===== config.mk =====
export PLATFORM = sky130hd
export DESIGN_NAME = lock_order_cycle_checker_core
export DESIGN_NICKNAME = d
export VERILOG_FILES = /design/src/hw/rtl/lcc_pkg.sv /design/src/hw/rtl/lcc_ram.sv /design/src/hw/rtl/lock_order_cycle_checker_core.sv
export VERILOG_INCLUDE_DIRS = /design/src /design/src/hw/rtl
export SDC_FILE = /design/constraint.sdc
export NUM_CORES = 1
export LEC_CHECK = 0
export BUFFER_PORTS_ARGS = -buffer_cell sky130_fd_sc_hd__clkbuf_2
export CORE_MARGIN = 1
export CORE_UTILIZATION = 55
export DETAILED_ROUTE_END_ITERATION = 10
export PLACE_DENSITY = 0.72
export SYNTH_ARGS = -nofsm -noshare
export SYNTH_HDL_FRONTEND = slang
export SYNTH_SLANG_ARGS = --single-unit

===== constraint.sdc =====
create_clock -name clk -period 5.04 [get_ports clk]
set_clock_uncertainty 0.05 [all_clocks]
set_input_delay 0.252 -clock clk [delete_from_list [all_inputs] [get_ports clk]]
set_output_delay 0.252 -clock clk [all_outputs]
set_load 0.01 [all_outputs]

===== src/hw/rtl/assert_macros.svh =====
// Assertion helpers shared by the RTL files.
// Every check is clocked on clk and switched off while rst is high.
`ifndef ASSERT_MACROS_SVH
`define ASSERT_MACROS_SVH

// A property that must hold at every rising edge outside reset.
`define ASSERT_CLK(label, prop, msg) \
  label: assert property (@(posedge clk) disable iff (rst) (prop)) else $error(msg);

// A condition that must never be true outside reset.
`define ASSERT_NEVER(label, cond, msg) \
  label: assert property (@(posedge clk) disable iff (rst) !(cond)) else $error(msg);

`endif


===== src/hw/rtl/lcc_pkg.sv =====
`timescale 1ns / 1ps
// ----------------------------------------------------------------------------
// Lock-order cycle checker package
// Sizes, status codes, sequencer states and beat types of the checker.
// ----------------------------------------------------------------------------
package lcc_pkg;

  // Number of distinct locks. The 4-bit lock number spans exactly this range.
  localparam int NUM_LOCKS   = 16;
  localparam int LOCK_IDX_W  = $clog2(NUM_LOCKS);
  // Entries in the stack of held locks.
  localparam int STACK_DEPTH = 16;
  localparam int STACK_IDX_W = $clog2(STACK_DEPTH);
  localparam int COUNT_W     = $clog2(STACK_DEPTH + 1);

  // Fixed field widths of the beats.
  localparam int LOCK_ID_W   = 4;
  localparam int STATUS_W    = 3;
  localparam int DEPTH_W     = 5;

  typedef enum logic [STATUS_W-1:0] {
    ST_OK        = 3'd0,
    ST_REL_EMPTY = 3'd1,
    ST_REL_ORDER = 3'd2,
    ST_CYCLE     = 3'd3,
    ST_FULL      = 3'd4
  } status_t;

  typedef enum logic {
    MODE_ACQUIRE = 1'b0,
    MODE_RELEASE = 1'b1
  } mode_t;

  typedef enum logic [2:0] {
    S_IDLE,
    S_EVAL,
    S_EDGE,
    S_PICK,
    S_EXPAND,
    S_DONE
  } state_t;

  typedef struct packed {
    logic                 mode;
    logic [LOCK_ID_W-1:0] lock_number;
  } req_t;

  typedef struct packed {
    status_t              status;
    logic [LOCK_ID_W-1:0] held_top;
    logic                 edge_added;
    logic [DEPTH_W-1:0]   stack_depth;
  } rsp_t;

endpackage


===== src/hw/rtl/lcc_ram.sv =====
`timescale 1ns / 1ps
// ----------------------------------------------------------------------------
// Generic RAM
// One write port and one read port with registered read data.
// ----------------------------------------------------------------------------
module lcc_ram #(
  parameter int WIDTH = 16,
  parameter int DEPTH = 16
) (
  input  logic                     clk,
  input  logic                     we,
  input  logic [$clog2(DEPTH)-1:0] waddr,
  input  logic [WIDTH-1:0]         wdata,
  input  logic [$clog2(DEPTH)-1:0] raddr,
  output logic [WIDTH-1:0]         rdata
);

  logic [WIDTH-1:0] mem [DEPTH];

  always_ff @(posedge clk) begin
    if (we) begin
      mem[waddr] <= wdata;
    end
    rdata <= mem[raddr];
  end

endmodule


===== src/hw/rtl/lock_order_cycle_checker_core.sv =====
`timescale 1ns / 1ps
`include "assert_macros.svh"
// ----------------------------------------------------------------------------
// Lock-order cycle checker
// Tracks held locks on a stack and records lock-order edges in an adjacency
// matrix; a new edge starts a reachability search that flags order cycles.
// ----------------------------------------------------------------------------
//
//   Channel  Signals                      Beat
//   -------  ---------------------------  -----------------------------------
//   req      req_valid, req_ready, req    one lock event (mode, lock_number)
//   rsp      rsp_valid, rsp_ready, rsp    one result per event
//
// An event settled at the first step (a release, a faulted event, a full
// stack, or an acquire onto an empty stack or of the lock already on top)
// goes from the evaluate step straight to the result; an acquire whose order
// edge already exists passes through the edge check first. An acquire that
// records a new edge also walks the graph, a pick and an expand step for
// each lock expanded through the single read port of the order matrix.
// One event is in flight at a time: req_ready is high only in the idle state.
// A stalled result sits in the output register while the next event is
// already taken; the sequencer waits at its last step until that register
// frees. Reset clears the stack count, the fault code and the row valid
// bits at once, so the matrix reads as all zero right after reset.
//
module lock_order_cycle_checker_core (
  input  logic          clk,
  input  logic          rst,
  input  logic          req_valid,
  output logic          req_ready,
  input  lcc_pkg::req_t req,
  output logic          rsp_valid,
  input  logic          rsp_ready,
  output lcc_pkg::rsp_t rsp
);

  import lcc_pkg::*;

  // Lowest set bit of a lock set; the search expands locks in that order.
  function automatic logic [LOCK_IDX_W-1:0] lowest_set(input logic [NUM_LOCKS-1:0] v);
    logic [LOCK_IDX_W-1:0] idx;
    idx = '0;
    for (int i = NUM_LOCKS - 1; i >= 0; i--) begin
      if (v[i]) begin
        idx = LOCK_IDX_W'(i);
      end
    end
    return idx;
  endfunction

  // Sequencer and control state.
  state_t                state;
  state_t                state_next;
  logic [COUNT_W-1:0]    held_count;
  status_t               fault;
  logic [NUM_LOCKS-1:0]  row_valid;

  // Latched event and working registers.
  logic                  mode_q;
  logic [LOCK_IDX_W-1:0] id_q;
  logic [LOCK_IDX_W-1:0] top_q;
  status_t               res_status;
  logic                  res_edge;
  logic [NUM_LOCKS-1:0]  visited;
  logic [NUM_LOCKS-1:0]  pending;
  logic                  rd_valid;
  logic [LOCK_IDX_W-1:0] held_stack [STACK_DEPTH];

  // Order matrix port.
  logic                  ram_we;
  logic [LOCK_IDX_W-1:0] ram_waddr;
  logic [NUM_LOCKS-1:0]  ram_wdata;
  logic [LOCK_IDX_W-1:0] ram_raddr;
  logic [NUM_LOCKS-1:0]  ram_rdata;

  // Decode of the latched event.
  logic                  is_release;
  logic                  stack_empty;
  logic                  stack_full;
  logic                  same_top;
  status_t               eval_status;
  logic                  eval_lookup;
  logic                  eval_pop;
  logic                  eval_push;

  // Search datapath.
  logic [NUM_LOCKS-1:0]  row_word;
  logic [NUM_LOCKS-1:0]  visited_next;
  logic                  reach_hit;
  logic [LOCK_IDX_W-1:0] pick_idx;
  logic                  edge_known;
  logic                  rsp_free;

  // Control strobes from the output decoder.
  logic                  do_push;
  logic                  do_pop;
  logic                  fault_load;
  status_t               fault_code;

  lcc_ram #(
    .WIDTH(NUM_LOCKS),
    .DEPTH(NUM_LOCKS)
  ) u_order_ram (
    .clk  (clk),
    .we   (ram_we),
    .waddr(ram_waddr),
    .wdata(ram_wdata),
    .raddr(ram_raddr),
    .rdata(ram_rdata)
  );

  // A row that was never written since reset reads as no edges.
  assign row_word     = ram_rdata & {NUM_LOCKS{rd_valid}};
  assign visited_next = visited | row_word;
  assign reach_hit    = visited_next[top_q];
  assign pick_idx     = lowest_set(pending);
  assign edge_known   = row_word[id_q];
  assign rsp_free     = !rsp_valid || rsp_ready;

  assign is_release  = (mode_q == MODE_RELEASE);
  assign stack_empty = (held_count == '0);
  assign stack_full  = (held_count >= COUNT_W'(STACK_DEPTH));
  assign same_top    = (top_q == id_q);

  // What the event does, judged from the stack and the fault code alone.
  always_comb begin
    eval_status = ST_OK;
    eval_lookup = 1'b0;
    eval_pop    = 1'b0;
    eval_push   = 1'b0;
    priority if (fault != ST_OK) begin
      eval_status = fault;
    end else if (is_release) begin
      priority if (stack_empty) begin
        eval_status = ST_REL_EMPTY;
      end else if (!same_top) begin
        eval_status = ST_REL_ORDER;
      end else begin
        eval_pop = 1'b1;
      end
    end else if (stack_full) begin
      eval_status = ST_FULL;
    end else if (!stack_empty && !same_top) begin
      eval_lookup = 1'b1;
    end else begin
      eval_push = 1'b1;
    end
  end

  // Next state.
  always_comb begin
    state_next = state;
    unique case (state)
      S_IDLE: begin
        if (req_valid) begin
          state_next = S_EVAL;
        end
      end
      S_EVAL: begin
        state_next = eval_lookup ? S_EDGE : S_DONE;
      end
      S_EDGE: begin
        state_next = edge_known ? S_DONE : S_PICK;
      end
      S_PICK: begin
        state_next = (pending == '0) ? S_DONE : S_EXPAND;
      end
      S_EXPAND: begin
        state_next = reach_hit ? S_DONE : S_PICK;
      end
      S_DONE: begin
        if (rsp_free) begin
          state_next = S_IDLE;
        end
      end
      default: begin
        state_next = S_IDLE;
      end
    endcase
  end

  // Outputs of the sequencer.
  always_comb begin
    req_ready  = 1'b0;
    ram_we     = 1'b0;
    ram_waddr  = top_q;
    ram_wdata  = row_word | (NUM_LOCKS'(1) << id_q);
    ram_raddr  = pick_idx;
    do_push    = 1'b0;
    do_pop     = 1'b0;
    fault_load = 1'b0;
    fault_code = ST_OK;
    unique case (state)
      S_IDLE: begin
        req_ready = 1'b1;
      end
      S_EVAL: begin
        // Fetch the row of the top lock to see whether the edge exists.
        ram_raddr  = top_q;
        do_push    = eval_push;
        do_pop     = eval_pop;
        fault_load = (fault == ST_OK) && (eval_status != ST_OK);
        fault_code = eval_status;
      end
      S_EDGE: begin
        ram_we  = !edge_known;
        do_push = edge_known;
      end
      S_PICK: begin
        do_push = (pending == '0);
      end
      S_EXPAND: begin
        fault_load = reach_hit;
        fault_code = ST_CYCLE;
      end
      S_DONE: begin
      end
      default: begin
      end
    endcase
  end

  // Control registers.
  always_ff @(posedge clk) begin
    if (rst) begin
      state      <= S_IDLE;
      held_count <= '0;
      fault      <= ST_OK;
      row_valid  <= '0;
      rsp_valid  <= 1'b0;
    end else begin
      state <= state_next;
      if (do_push) begin
        held_count <= held_count + COUNT_W'(1);
      end else if (do_pop) begin
        held_count <= held_count - COUNT_W'(1);
      end
      if (fault_load) begin
        fault <= fault_code;
      end
      if (ram_we) begin
        row_valid[ram_waddr] <= 1'b1;
      end
      if (state == S_DONE && rsp_free) begin
        rsp_valid <= 1'b1;
      end else if (rsp_ready) begin
        rsp_valid <= 1'b0;
      end
    end
  end

  // Datapath registers.
  always_ff @(posedge clk) begin
    rd_valid <= row_valid[ram_raddr];
    if (req_valid && req_ready) begin
      mode_q <= req.mode;
      id_q   <= LOCK_IDX_W'(req.lock_number);
      top_q  <= stack_empty ? '0 : held_stack[STACK_IDX_W'(held_count - COUNT_W'(1))];
    end
    if (do_push) begin
      held_stack[held_count[STACK_IDX_W-1:0]] <= id_q;
    end
    unique case (state)
      S_EVAL: begin
        res_status <= eval_status;
        res_edge   <= 1'b0;
      end
      S_EDGE: begin
        // The search starts from the new lock and looks for the old top.
        res_edge <= !edge_known;
        visited  <= NUM_LOCKS'(1) << id_q;
        pending  <= NUM_LOCKS'(1) << id_q;
      end
      S_PICK: begin
        pending[pick_idx] <= 1'b0;
      end
      S_EXPAND: begin
        visited <= visited_next;
        pending <= pending | (row_word & ~visited);
        if (reach_hit) begin
          res_status <= ST_CYCLE;
        end
      end
      S_DONE: begin
        if (rsp_free) begin
          rsp.status      <= res_status;
          rsp.held_top    <= LOCK_ID_W'(top_q);
          rsp.edge_added  <= res_edge;
          rsp.stack_depth <= DEPTH_W'(held_count);
        end
      end
      S_IDLE: begin
      end
      default: begin
      end
    endcase
  end

  `ASSERT_NEVER(a_count_range, held_count > COUNT_W'(STACK_DEPTH),
                "held lock count beyond stack depth")
  `ASSERT_CLK(a_fault_sticky, fault != ST_OK |=> fault == $past(fault),
              "sticky fault code changed")
  `ASSERT_CLK(a_edge_status,
              rsp_valid && rsp.edge_added |-> rsp.status == ST_OK || rsp.status == ST_CYCLE,
              "edge reported with an unrelated status")
  `ASSERT_CLK(a_pending_visited,
              state == S_PICK || state == S_EXPAND |-> (pending & ~visited) == '0,
              "search frontier holds a lock not yet visited")

endmodule

== Word-level counts from Yosys, hierarchy flattened ==
Memory sizes are Yosys's and may differ from the RTL's. A register that Yosys moved wholly into a read port is not among the register bits.
Index checks and enable logic that the tools add are counted.
Storage, ports and cells
  bits in registers: 83
  latch bits: 0
  RAM bits: 320
  bits in read-only memories: 0
  input bits: 9
  output and inout port bits: 15
  word-level logic and storage cells: 142
  memories: 2
Memory list
  u_order_ram.mem: words 16, bits a word 16, read ports 1, clocked after Yosys merged registers in 1, write ports 1, line lcc_ram.sv:18  | logic [WIDTH-1:0] mem [DEPTH];
  held_stack: words 16, bits a word 4, read ports 1, clocked after Yosys merged registers in 1, write ports 1, line lock_order_cycle_checker_core.sv:67  | logic [LOCK_IDX_W-1:0] held_stack [STACK_DEPTH];
Cells by class
  $add $sub $neg: 2
  multipliers: 0
  divide/modulo/power cells: 0
  $lt $le $gt $ge: 7
  equality and inequality tests: 9
  shift operators: 1
  mux-type cells: 70
  bitwise operators: 9
  reductions and logical operators: 26
Operators by type and width (number)
  4-bit two-way mux: 17
  16-bit bitwise OR: 4
  16-bit bitwise AND: 3
  16-bit case mux with 3 select lines: 1
  16-bit inverter: 2
  16-bit case mux with 2 select lines: 1
  1-bit two-way mux: 27
  3-bit two-way mux: 9
  4-bit by 5-bit < comparator with 1-bit output (second input constant): 4
  3-bit case mux with 6 select lines: 1
  16-bit zero test: 1
  1-bit by 4-bit left shift with 16-bit output (first input constant): 1
  1-bit binary-select mux with 4-bit select: 3
  3-bit case mux with 2 select lines: 2
  5-bit two-way mux: 2
  2-bit nonzero test: 5
  3-bit nonzero test: 3
  1-bit demux with 4-bit select: 2
  4-bit by 1-bit greater-or-equal comparator with 1-bit output (second input constant): 2
  3-bit by 2-bit equality test with 1-bit output (second input constant): 2
  3-bit equality test (second input constant): 2
  1-bit logical AND: 6
  3-bit zero test: 2
  2-bit != test (second input constant): 3
  other kinds (12): 19

== Depth between registers and ports, before layout ==
Gate-level depths: netlist (run 1).
  word-level depth: 23
  mapped depth: 13
  depth with buffers taken out: 8

== Hierarchy ==
From an unflattened synthesis (run 1), not the netlist that was laid out.
Unflattened totals
  cell total of the unflattened synthesis: 1114
  area total of the unflattened synthesis: 17764.5 sq um
Modules (own cells, without submodules)
  lcc_ram: times used 1, cells an instance 432, area an instance 10042.1 sq um, seq. area each 8007.7 sq um
  lock_order_cycle_checker_core: times used 1, cells an instance 682, area an instance 7722.4 sq um, seq. area each 4244.1 sq um

== Worst setup path after synthesis (run 1) ==
No wires, ideal clock.
  kind: register to register
  from: register id_q[0]
  to: memory u_order_ram.mem[3][0], enable pin
  library setup time: 0.434 ns
  arrival time: 3.705 ns
  data required time: 4.556 ns
  setup slack: 0.851 ns
  stages on the path, launching flop included: 9
  buffers on the path: 2
  clock period less this slack: 4.189 ns
  path through: edfxtp_1 -> clkbuf_1 -> nor2b_1 -> a21oi_1 -> a221oi_1 -> a31oi_1 -> or2_1 -> buf_2 -> nor4_1
On the way
  longest elaborated chain between the ends: 6
RTL lines
  start: declaration: line lock_order_cycle_checker_core.sv:60  | logic [LOCK_IDX_W-1:0] id_q;
  start signal: assignment: line lock_order_cycle_checker_core.sv:257  | id_q <= LOCK_IDX_W'(req.lock_number);
  1-bit binary-select mux with 4-bit select: line lock_order_cycle_checker_core.sv:117  | assign edge_known = row_word[id_q];
  1-bit two-way mux (not written as such): line lock_order_cycle_checker_core.sv:117
  1-bit zero test: line lock_order_cycle_checker_core.sv:206  | ram_we = !edge_known;
  1-bit two-way mux: line lock_order_cycle_checker_core.sv:193  | unique case (state)
  1-bit two-way mux: line lcc_ram.sv:21  | if (we) begin
  1-bit two-way mux (not written as such): line lcc_ram.sv:22  | mem[waddr] <= wdata;
  end: declaration: line lcc_ram.sv:18
Every way passes these cells. The select of a mux whose other input is x is not followed.

== Worst setup path in the final report (run 1) ==
  from: register id_q[0]
  to: memory u_order_ram.mem[2][0], enable pin
On the way
  longest elaborated chain between the ends: 6
RTL lines
  1-bit binary-select mux with 4-bit select: line lock_order_cycle_checker_core.sv:117
  1-bit two-way mux (not written as such): line lock_order_cycle_checker_core.sv:117
  1-bit zero test: line lock_order_cycle_checker_core.sv:206
  1-bit two-way mux: line lock_order_cycle_checker_core.sv:193
  net ram_we: line lock_order_cycle_checker_core.sv:70  | logic ram_we;
  1-bit two-way mux: line lcc_ram.sv:21
  1-bit two-way mux (not written as such): line lcc_ram.sv:22
The timed path passes the listed nets, and every way through them passes these cells. The select of a mux whose other input is x is not followed.

==> results of run 1 <==
[repair_timing]
| item | 4_1_cts | 5_1_grt |
|---|---|---|
| setup buffers | 0 | 0 |
| hold endpoints to repair | 6 | 0 |
| hold buffers | 6 | 0 |
[worst paths after layout]
check	startpoint	endpoint	slack [ps]	cells after the start
setup / recovery	id_q[0]$_DFFE_PP_	u_order_ram.mem[2][0]$_DFFE_PP_	960	7
hold / removal	req_valid	state[0]$_SDFFE_PP0P_	40	4
setup reg to reg	id_q[0]$_DFFE_PP_	u_order_ram.mem[2][0]$_DFFE_PP_	960	7
hold reg to reg	res_status[0]$_SDFFCE_PP1P_	rsp[10]$_DFFE_PP_	370	0
[report_power, final]
part	total, mW	switching (mW)	internal [mW]	leakage, nW
Clock	3.06	1.33	1.73	0.656
Combinational	3.24	2.04	1.19	2.35
Sequential	4.64	0.319	4.32	3.85
[worst max-delay path, stage by stage, from the launching register on]
cell,delay (ps)
sky130_fd_sc_hd__edfxtp_1,1000
sky130_fd_sc_hd__mux4_2,620
sky130_fd_sc_hd__a221oi_1,360
sky130_fd_sc_hd__a31oi_1,60
sky130_fd_sc_hd__or2_1,470
sky130_fd_sc_hd__clkinv_1,260
sky130_fd_sc_hd__nand4_1,150
sky130_fd_sc_hd__inv_1,690
[sequential cells by signal, summed over array words and instances, names as in the netlist]
signal,cells
res_edge,1
res_status,3
rsp_valid,1
rsp,13
is_release,1
held_count,5
id_q,4
fault,3
rd_valid,1
u_order_ram.rdata,16
row_valid,16
ram_waddr,4
state,3
u_order_ram.mem,256
pending,16
visited,16
held_stack,64
[final cells by class]
| cell class | count | area [sq um] |
|---|---|---|
| Sequential cell | 423 | 12300 |
| Multi-Input combinational cell | 725 | 5470 |
| Fill cell | 2435 | 12300 |
| Clock inverter | 24 | 191 |
| Timing Repair Buffer | 60 | 408 |
| Inverter | 21 | 78.8 |
| Tap cell | 442 | 553 |
| Clock buffer | 58 | 1150 |
[logic make-up after synthesis]
| kind of cell | Yosys count |
|---|---|
| flip-flops | 423 |
| XOR/XNOR | 8 |
| multiplexers | 122 |
| adder cells (fa/ha/maj) | 4 |
| AND/OR/NAND/NOR | 336 |
| AO/OA/AOI/OAI | 255 |
| buffers and inverters | 100 |
[stage by stage]
stage / util / hold WS, ps / setup WS (ps)
2_1_floorplan: - / 301 / 851
3_3_place_gp: 0.576 / 352 / 1100
3_5_place_dp: 0.576 / 355 / 1100
4_1_cts: 0.619 / 37.1 / 1010
5_1_grt: 0.619 / 110 / 710
6_report: 0.619 / 44.6 / 957
[synth_stat cells (8+ instances only)]
cell type	count	share of area
sky130_fd_sc_hd__edfxtp_1	378	0.63
sky130_fd_sc_hd__nand2_1	97	0.020
sky130_fd_sc_hd__a211oi_1	57	0.024
sky130_fd_sc_hd__nor2_1	51	0.011
sky130_fd_sc_hd__clkbuf_1	46	0.0095
sky130_fd_sc_hd__dfxtp_1	45	0.050
sky130_fd_sc_hd__a21oi_1	40	0.011
sky130_fd_sc_hd__mux2_2	37	0.023
sky130_fd_sc_hd__and3_1	36	0.012
sky130_fd_sc_hd__a22o_1	33	0.016
sky130_fd_sc_hd__o21ai_0	31	0.0086
sky130_fd_sc_hd__mux2i_1	29	0.016
sky130_fd_sc_hd__nand2b_1	25	0.0086
sky130_fd_sc_hd__mux2_1	22	0.014
sky130_fd_sc_hd__mux4_2	22	0.027
sky130_fd_sc_hd__nand3_1	21	0.0058
sky130_fd_sc_hd__nor3_1	20	0.0055
sky130_fd_sc_hd__a311oi_1	18	0.0087
sky130_fd_sc_hd__buf_2	18	0.0050
sky130_fd_sc_hd__inv_1	18	0.0037
sky130_fd_sc_hd__or4_1	18	0.0075
sky130_fd_sc_hd__nor2b_1	16	0.0055
sky130_fd_sc_hd__mux2_4	11	0.0091
sky130_fd_sc_hd__a31oi_1	10	0.0034
sky130_fd_sc_hd__o221ai_1	10	0.0048
sky130_fd_sc_hd__buf_6	9	0.0056
sky130_fd_sc_hd__nor4_1	9	0.0031
sky130_fd_sc_hd__o21a_1	9	0.0037
sky130_fd_sc_hd__and2_1	8	0.0028
sky130_fd_sc_hd__o211ai_1	8	0.0033
[metal layers]
layer / vias up / global-route usage / share of wire
met5: - / 0 / 0
met4: 0 / 0.0783 / 0.028
met1: 5616 / 0.380 / 0.44
met2: 551 / 0.394 / 0.45
li1: 4957 / - / -
met3: 89 / 0.0471 / 0.082
==> results.md, run 1 <==
Timing:
- The hold violation total from the final report is 0.
- Setup repair after global routing left no endpoint under its margin.
- Headroom to the max-slew limit came out at 0.223.
- At the pin with the least slew margin, the transition time is 1160 ps.
- The final max-slew violation count was 0.
- Static timing analysis puts the maximum clock frequency at 0.245 GHz.
- The part of the cycle the worst path needs is 0.810.
- Setup violations remaining at the end of the flow were counted as 0.
- The final setup TNS is 0 ps.
- The clock period could shrink to around 4000 ps.

Run status:
- The flow ran to the end, and the final reports show no timing, DRC or antenna violations.

Synth:
- The main combinational cell family by area after synthesis is compound AO/OA/AOI/OAI gates.
- Of the total synthesized cell area, the portion taken by XOR and XNOR cells is 0.00386.
- The portion of synthesized area spent on multiplexers is 0.0903.
- After synthesis the netlist holds a flip-flop and latch count of 423.
- The number of cells produced by synthesis is roughly 1200.
- The cell area after technology mapping is 18100 sq um.
- The number of synthesis warnings is 0.
- The fraction of the mapped netlist area in compound gates is 0.102.
- The fraction of the mapped netlist area in simple logic gates is 0.0989.
- The distinct cell type count of the synthesized netlist is 77.
- When the netlist entered floorplanning its net count stood at between 1000 and 1500.
- The synthesized design contains 378 enable-type register cells.
- The mean area per synthesized cell is ~15 sq um.
- The fraction of registers with async set/reset is 0.
- Of the total synthesized cell area, the portion taken by full adders, half adders and majority gates is 0.00276.
- Of the synthesized area, sequential elements account for 0.676.
- The dominant synthesized flop cell is sky130_fd_sc_hd__edfxtp_1.

Critical path:
- The largest driver fanout on the critical path is 30.
- The type of origin of the critical path is a register.
- The category of the worst setup path capture point is a register.
- At the worst endpoint, the required time is 5150 ps.
- The worst endpoint data arrival time is between 4000 and 5000 ps.
- The critical path is of the register to register type.

Floorplanning:
- The die width is 184 um.
- The placement row count is 66.
- The die covers 33700 sq um.
- The core region is 32500 sq um.
- The initial utilization of the core area, before any placement, comes to 0.559.
- The floorplan step set the die height to approximately 180 um.
- For this design the top-level I/O count stands at 24.

Place:
- Once placement finished, the instance area stood at 18700 sq um.
- Once detailed placement completed, the half-perimeter wirelength came to 27300 um.
- The last weighted congestion value of the routability-driven placer is ~0.96.
- In this run the tool buffered the top-level ports with 23 buffer cells.
- In this run, placement finished with an instance count of 1665.

Drt:
- The number of nets with antenna violations after routing is 0.
- The first detailed-routing pass ran for 6 iterations.
- The detailed router finished its first iteration with ~1300 violations.
- In the routed design, unresolved DRC markers number 0.
- The detailed-route vias per instance is 6.40.
- The post-detailed-route wirelength per cell is 24.4 um.
- For this block, the routed nets add up to 42700 um of wire.
- Detailed routing inserted a total of about 11000 vias.

Clock network:
- The clock transition at the registers of the reported paths is 60 ps.
- The clock buffer count from CTS is 44.
- The TritonCTS sink count is 423.
- The clock passes through at most 3 buffers.
- The number of gates given a new drive strength after cts is 0.
- Clock latency on the worst-skew pair, taken at its later pin, is ~560 ps.
- TritonCTS built the clock tree.
- The H-tree was split into 2 levels.
- The cell at the root of the clock tree is sky130_fd_sc_hd__clkbuf_16.

Power:
- The completed layout was analyzed and its total power is 10.9 mW.
- The power density normalized to cell area is 544 nW/um^2.
- The maximum resistive drop on vdd is 0.349 mV.
- The analysis attributes to cell leakage a power of roughly 7 nW.

Finish:
- The most common cell after layout, fill and taps aside is sky130_fd_sc_hd__edfxtp_1.
- The final cell count without fillers is 1753.
- The library cells used most frequently in the layout, excluding fill and tap cells, are sky130_fd_sc_hd__edfxtp_1, sky130_fd_sc_hd__nand2_1, sky130_fd_sc_hd__a211oi_1, sky130_fd_sc_hd__nor2_1, sky130_fd_sc_hd__dfxtp_1.
- The final antenna diode count is 0.
- The layout overhead on the synthesized area is 10.9%.
- After the last flow step, the layout net total stands at 1288.
- The post-route cell area is 20100 sq um.
- The fraction of layout instances using a drive strength above 1 is 0.163.

Global routing:
- The total overflow reported by the global router is 0.
- The number of global-route vias before repair is 10900.
- The overall global routing resource usage is 0.259.
- The wire length of the first global-routing pass is 65200 um.
- The maximum number of pins on one net before global-route repair is 72.
- The number of antenna violations at the first check in global routing came to 0.

Job:
- The count of max-cap constraint violations is 0.

Worst hold path:
- The type of the worst min-delay path is input port to register.
Note: power is estimated with default switching activity, not from simulation.
==> run 2, diff against run 1 <==
- clock period: 5.04 -> 4.2 ns (I/O delays scaled with it)
==> results.md, run 2 (synthesis results as in run 1) <==
Run status:
- The run finished with clean final reports.

Finish:
- The most common cell after layout, fill and taps aside is sky130_fd_sc_hd__edfxtp_1.
- The number of flip-flops under the largest register name is approximately 260.
- The post-layout net count is 1299.
- Measured on the finished design, the core utilization comes to 0.624.
- The final cell count without fillers is 1763.
- The library cells used most frequently in the layout, excluding fill and tap cells, are sky130_fd_sc_hd__edfxtp_1, sky130_fd_sc_hd__nand2_1, sky130_fd_sc_hd__a211oi_1, sky130_fd_sc_hd__nor2_1.
- 0 antenna diodes ended up in the layout.
- Of the cells placed in the final design, the portion with a size suffix greater than 1 is 0.170.
- The register with the most flip-flops in the final layout is u_order_ram.mem.
- In the final layout, the multi-input gates occupy 5470 sq um.
- Fill cells in the final layout number about 2400.
- The register area is 12300 sq um.
- Relative to the synthesized area, the layout overhead comes to 11.7%.

Timing:
- Measured against its own limit, the worst slew margin works out to 0.262.
- Static timing analysis puts the maximum clock frequency at around 0.29 GHz.
- The hold violation total from the final report was 0.
- The final max-slew violation count is 0.
- For the pin with the worst max-slew slack, the measured transition is 1110 ps.
- The final setup TNS is 0 ps.
- The least setup slack across all paths after layout is between 700 and 800 ps.
- After layout, the minimum clock period comes to 3490 ps.
- The part of the cycle the worst path needs is 0.830.
- The worst slack on hold paths is between 150 and 200 ps.
- Setup violations remaining at the end of the flow were counted as 0.
- Setup repair after global routing left no endpoint under its margin.

Global routing:
- The first global-routing pass estimated 63200 um of wire.
- met2 is the most crowded layer.
- The maximum number of pins on one net before global-route repair is 52.
- The total overflow left after global routing is 0.
- The overall global routing resource usage is 0.254.
- In the global route stage, met1 resource usage came out at 0.361.
- The global-route track usage on met2 is 0.388.
- The number of antenna violations at the first check in global routing came to 1.
- The met3 usage in global routing is 0.0515.
- The number of global-route vias before repair came to ~11000.

Worst hold path:
- The startpoint of the worst hold path is rst.
- The hold-critical path depth is 2.
- The min-delay analysis places its worst path in the category input port to register.

Drt:
- The number of DRC violations after detailed-routing iteration 0 is 1317.
- After detailed routing, the average wire length per cell comes to 23.8 um.
- Dividing the detail-routed via count by the number of cells gives 6.34.
- In this run the remaining antenna-violating nets after routing total 0.
- The wire length reported by the detailed router is roughly 42000 um.
- The first-pass iteration count of the detailed router is 5.
- Summing over every cut layer, the via total after detailed routing is 11200.
- The number of remaining DRC errors is 0.

Power:
- The maximum resistive drop on vdd is about 0.38 mV.
- The static power due to leakage is 6.94 nW.
- The power density normalized to cell area is roughly 650 nW/um^2.

Place:
- The worst slack at placement is 776 ps.
- Buffers placed on the I/O ports in this run total 23.
- At the end of routability-driven placement, the weighted congestion stood at roughly 0.95.
- The cell count after placement is 1676.
- The sum of net half-perimeters after detailed placement is 25800 um.

Floorplanning:
- The floorplan step defined a die boundary enclosing 33700 sq um.
- The die is 184 um wide.
- The initial utilization of the core area, before any placement, comes to 0.559.
- The placement row count is 66.
- The area of the core is 32500 sq um.
- During I/O placement, the number of pins put on the boundary was 24.
- In this run the vertical extent of the chip is 184 um.

Critical path:
- The type of origin of the critical path is a register.
- The required time of the worst setup path is 4540 ps.
- The category of the worst setup path capture point is a register.
- Data arrives at the worst endpoint at 3830 ps.
- The worst setup path is of the register to register kind.
- The worst flop-to-flop path startpoint is pending[5]$_DFFE_PP_.
- The number of cells on the worst reg-to-reg path is 8.
- In this run the worst path has a maximum fanout of 51.
- Tracing the worst setup path back leads to its startpoint at pending[5]$_DFFE_PP_.

Clock network:
- The clock tree buffer depth is 3.
- Clock-pin slew was measured on the worst setup and hold paths at 60 ps.
- The cell at the root of the clock tree is sky130_fd_sc_hd__clkbuf_16.
- The clock buffer count from CTS is 43.
- The H-tree depth reported by CTS is 2.
- Buffers inserted to repair hold after CTS numbered 7.
- Post-CTS timing repair inserted 0 buffers for setup.
- Clock tree synthesis found a total of about 420 sinks.
- The clock tree from TritonCTS is yes.
- At the later pin of the worst-skew pair, clock insertion delay measures 550 ps.
- The number of gates resized after CTS was 0.

Job:
- The count of max-cap constraint violations is 0.
-- run 2: cell count changes in the layout (fill, tap and decap cells not counted), moves of 2 or more --
cell	change
sky130_fd_sc_hd__clkbuf_1	+2
sky130_fd_sc_hd__clkinv_1	-3
sky130_fd_sc_hd__buf_4	+8
sky130_fd_sc_hd__buf_12	+3
-- run 2: area by class of cell --
type                    count  share of cell area
clock inverters            18             0.00846
inverters                  21             0.00389
multi-input cells         725               0.270
well taps                 442              0.0273
repair buffers             72              0.0266
flip-flops and latches    423               0.605
clock buffers              62              0.0592
-- run 2: stage by stage --
stage | instance area, sq um | total power [mW]
detailed placement | 18800 | 9.51
CTS | 20300 | 13.2
floorplan | 18100 | 8.39
global route | 20300 | 13.7
global placement | 18800 | 9.44
finish | 20300 | 13.2
-- run 2: path summary, 6_finish.rpt --
path / to / slack, ps
worst max-delay path: u_order_ram.rdata[6]$_DFF_P_ / 710
worst min-delay path: held_count[0]$_SDFFE_PP0P_ / 190
worst max register to register: u_order_ram.rdata[6]$_DFF_P_ / 710
worst min register to register: rsp[10]$_DFFE_PP_ / 370
-- run 2: report_power, final --
part	internal (mW)	leakage (nW)	switching (mW)	total, mW
logic	1.49	2.42	2.44	3.92
clock network	2.18	0.671	1.51	3.69
registers	5.18	3.85	0.383	5.57
total	8.85	6.94	4.34	13.2
-- run 2: critical path, cell delays in order, from the launching register on --
cell	delay, ps
sky130_fd_sc_hd__edfxtp_1	480
sky130_fd_sc_hd__nand2b_1	140
sky130_fd_sc_hd__a21oi_1	100
sky130_fd_sc_hd__nor4_1	390
sky130_fd_sc_hd__a21o_4	640
sky130_fd_sc_hd__buf_12	320
sky130_fd_sc_hd__mux2_1	360
sky130_fd_sc_hd__a22o_1	240
sky130_fd_sc_hd__or4_1	570
-- run 2: per-layer routing --
| layer | wire (um) | up-vias |
|---|---|---|
| li1 | - | 4997 |
| met1 | 17900 | 5503 |
| met2 | 19000 | 567 |
| met3 | 3840 | 101 |
| met4 | 1230 | 2 |
| met5 | 17 | - |
==> run 3, diff against run 2 <==
- PLACE_DENSITY: 0.72 -> 0.75
- clock period: 4.2 -> 2.85 ns (I/O delays scaled with it)
==> results.md, run 3 (synthesis results as in run 1) <==
Finish:
- The library cells used most frequently in the layout, excluding fill and tap cells, are sky130_fd_sc_hd__edfxtp_1, sky130_fd_sc_hd__buf_4, sky130_fd_sc_hd__nand2_1, sky130_fd_sc_hd__clkbuf_16, sky130_fd_sc_hd__dfxtp_1.
- At the end of the flow the core is filled with cells to 0.679.
- The register bank with the most flops is u_order_ram.mem.
- Of the cells placed in the final design, the portion with a size suffix greater than 1 is 0.280.
- Counting the fill cells in the layout gives 2171.
- After the last flow step, the layout net total stands at ~1400.
- Once layout is done, the placed cells without fillers occupy 22000 sq um.
- The repair_antennas step left the layout with diodes totalling 0.
- The layout overhead on the synthesized area is 21.5%.
- The register with the most flip-flops in the layout has 256 of them.
- The most common cell after layout, fill and taps aside is sky130_fd_sc_hd__edfxtp_1.

Timing:
- Setup violations remaining at the end of the flow were counted as 1.
- After layout, the worst setup slack is -18.6 ps.
- The final max-slew violation count is 0.
- The worst slew margin relative to its limit is 0.457.
- For the pin with the worst max-slew slack, the measured transition is a little over 800 ps.
- The part of the cycle the worst path needs is 1.01.
- Setup repair after global routing could not meet its margin everywhere.
- The worst path in the final design needs a cycle of approximately 2900 ps, including I/O delays and setup.
- The maximum clock rate is roughly 0.35 GHz.
- The hold violation total from the final report is 0.

Global routing:
- The total overflow reported by the global router is 0.
- Across every metal layer, demand over resource in global routing totals 0.269.
- The number of global-route vias before repair is about 11000.
- The wire length of the first global-routing pass is 67600 um.
- The number of antenna violations at the first check in global routing is 0.
- Entering global routing, the biggest net connects 34 pins.

Worst hold path:
- In this run the worst hold path is classified as input port to register.
- The endpoint with the worst hold slack is state[0]$_SDFFE_PP0P_.
- Counting instances, the worst hold path has a depth of 2.
- The startpoint of the worst hold path is rst.

Critical path:
- The delay of the slowest cell on the worst path is 470 ps.
- STA classifies the critical path startpoint as a register.
- Counting both buffers and inverters, the worst setup path holds a total of 2.
- The end of the worst register-to-register path is u_order_ram.rdata[4]$_DFF_P_.
- The most numerous cell on the critical path is sky130_fd_sc_hd__a211oi_1.
- The worst endpoint data arrival time is 3250 ps.
- In this design, the largest share of critical-path delay is due to compound AO/OA/AOI/OAI gates.
- STA puts the critical path data required time at 3230 ps.
- Traced cell by cell, the critical path runs through buf_4 > nor2_2 > o311a_1 > o211ai_1 > nand2_4 > clkbuf_16 > a211oi_1 > a211oi_1 > or4_1.
- The category of the worst setup path capture point is a register.
- The worst flop-to-flop path startpoint is pending[14]$_DFFE_PP_.
- Setup slack on the worst reg-to-reg path comes out at -20 ps.
- The largest driver fanout on the critical path is 8.
- The slowest stage of the critical path is the sky130_fd_sc_hd__or4_1 cell.
- The worst setup path is of the register to register kind.
- The number of cells on the worst reg-to-reg path is 9.

Power:
- Power comes to 21.2 mW.
- For this design the ratio of total power to cell area is 961 nW/um^2.
- The static power due to leakage is 7.77 nW.
- Across the VDD grid, the largest voltage drop is 0.683 mV.

Drt:
- The routed via count is 12000.
- For this block, the routed nets add up to 47300 um of wire.
- The number of remaining DRC errors is 0.
- After detailed routing, the average wire length per cell comes to roughly 25 um.
- The detailed-route vias per instance is 6.36.
- For this block, the initial DRC count from the detailed router was 1496.
- For this run, the detailed router's first-pass iteration total came to 5.
- The number of nets with antenna violations after routing is 0.

Clock network:
- The clock tree from TritonCTS is yes.
- The later pin in the worst-skew pair is clocked with a latency of 560 ps.
- The clock tree buffer depth is 3.
- The H-tree was split into 2 levels.
- Clock-pin slew was measured on the worst setup and hold paths at 60 ps.
- The cell sitting at the root of the clock tree is a sky130_fd_sc_hd__clkbuf_16.
- The clock buffer count from CTS is 43.
- The clock drives 423 sinks.

Floorplanning:
- The core region is roughly 32000 sq um.
- The die is ~180 um tall.
- After floorplanning, the core was divided into 66 placement rows.
- The die is 184 um wide.
- For this configuration, the core starts out at a cell density of 0.559.
- The floorplan step defined a die boundary enclosing 33700 sq um.
- During I/O placement, the number of pins put on the boundary was 24.

Place:
- The last weighted congestion value of the routability-driven placer is 0.990.
- The sum of net half-perimeters after detailed placement is 28800 um.
- After detailed placement, the total cell area comes to 19800 sq um.
- During placement, the flow inserted port buffers numbering 23.

Run status:
- The checks that failed: setup timing.
- The flow ran to the end, but the final reports show violations.

Job:
- The count of max-cap constraint violations is 0.
-- run 3: changes by cell type in the layout (fill, tap and decap cells not counted), sizes merged --
cell,delta
buf,+109
clkbuf,+13
clkinvlp,+8
clkinv,-6
inv,-3
bufinv,-2
a21o,+1
-- run 3: final cells by class --
class,instances,area (sq um),share of cell area
Clock buffer,66,1260,0.0573
Clock inverter,14,140,0.00636
Inverter,21,97.6,0.00443
Multi-Input combinational cell,726,5800,0.263
Sequential cell,423,12300,0.556
Tap cell,442,553,0.0251
Timing Repair Buffer,190,1920,0.0873
Timing Repair inverter,1,5.00,0.000227
-- run 3: per-stage QoR --
stage | setup TNS, ps | std cells | worst slack, ps | hold slack (ps)
global placement | -16780 | 1759 | -382 | 275
CTS | 0 | 1848 | 0.674 | 101
floorplan | -11330 | 1248 | -177 | 191
finish | -18.6 | 1883 | -18.6 | 109
detailed placement | -15690 | 1759 | -309 | 275
global route | -4220 | 1883 | -126 | 133
-- run 3: routing by layer --
metal  part of all wire  track usage
met3              0.088       0.0438
met2               0.47        0.430
met1               0.41        0.373
met5                  0            0
met4              0.034        0.102
-- run 3: power by group --
group	internal, mW	switching [mW]	total (mW)
combinational	3.21	4.28	7.49
sequential	7.63	0.502	8.14
clock	3.17	2.39	5.56
-- run 3: worst max path at each step --
stage,startpoint,end,slack [ps],cells past startpoint
3_3_place_gp,rd_valid$_DFF_P_,held_stack[9][1]$_DFFE_PP_,-380,8
6_report,pending[14]$_DFFE_PP_,u_order_ram.rdata[4]$_DFF_P_,-20,9
2_1_floorplan,id_q[0]$_DFFE_PP_,u_order_ram.mem[1][0]$_DFFE_PP_,-180,6
4_1_cts,pending[5]$_DFFE_PP_,held_stack[2][1]$_DFFE_PP_,0.7,9
3_5_place_dp,rd_valid$_DFF_P_,held_stack[11][0]$_DFFE_PP_,-310,7
5_1_grt,pending[14]$_DFFE_PP_,u_order_ram.rdata[4]$_DFF_P_,-130,9
-- run 3: worst reg2reg max path, stage by stage, from the launching register on --
cell and delay [ps]:
sky130_fd_sc_hd__edfxtp_1 380, sky130_fd_sc_hd__buf_4 130, sky130_fd_sc_hd__nor2_2 40, sky130_fd_sc_hd__o311a_1 400, sky130_fd_sc_hd__o211ai_1 400, sky130_fd_sc_hd__nand2_4 250
sky130_fd_sc_hd__clkbuf_16 240, sky130_fd_sc_hd__a211oi_1 290, sky130_fd_sc_hd__a211oi_1 110, sky130_fd_sc_hd__or4_1 470
-- run 3: what timing repair did --
item / 4_1_cts / 5_1_grt
hold buffers: 7 / 0
pin swaps: 3 / 20
hold endpoints to repair: 7 / 0
cloned: 0 / 11
buffers inserted: 2 / 24
endpoints found under the setup margin: 130 / 265
resized for setup: 20 / 43
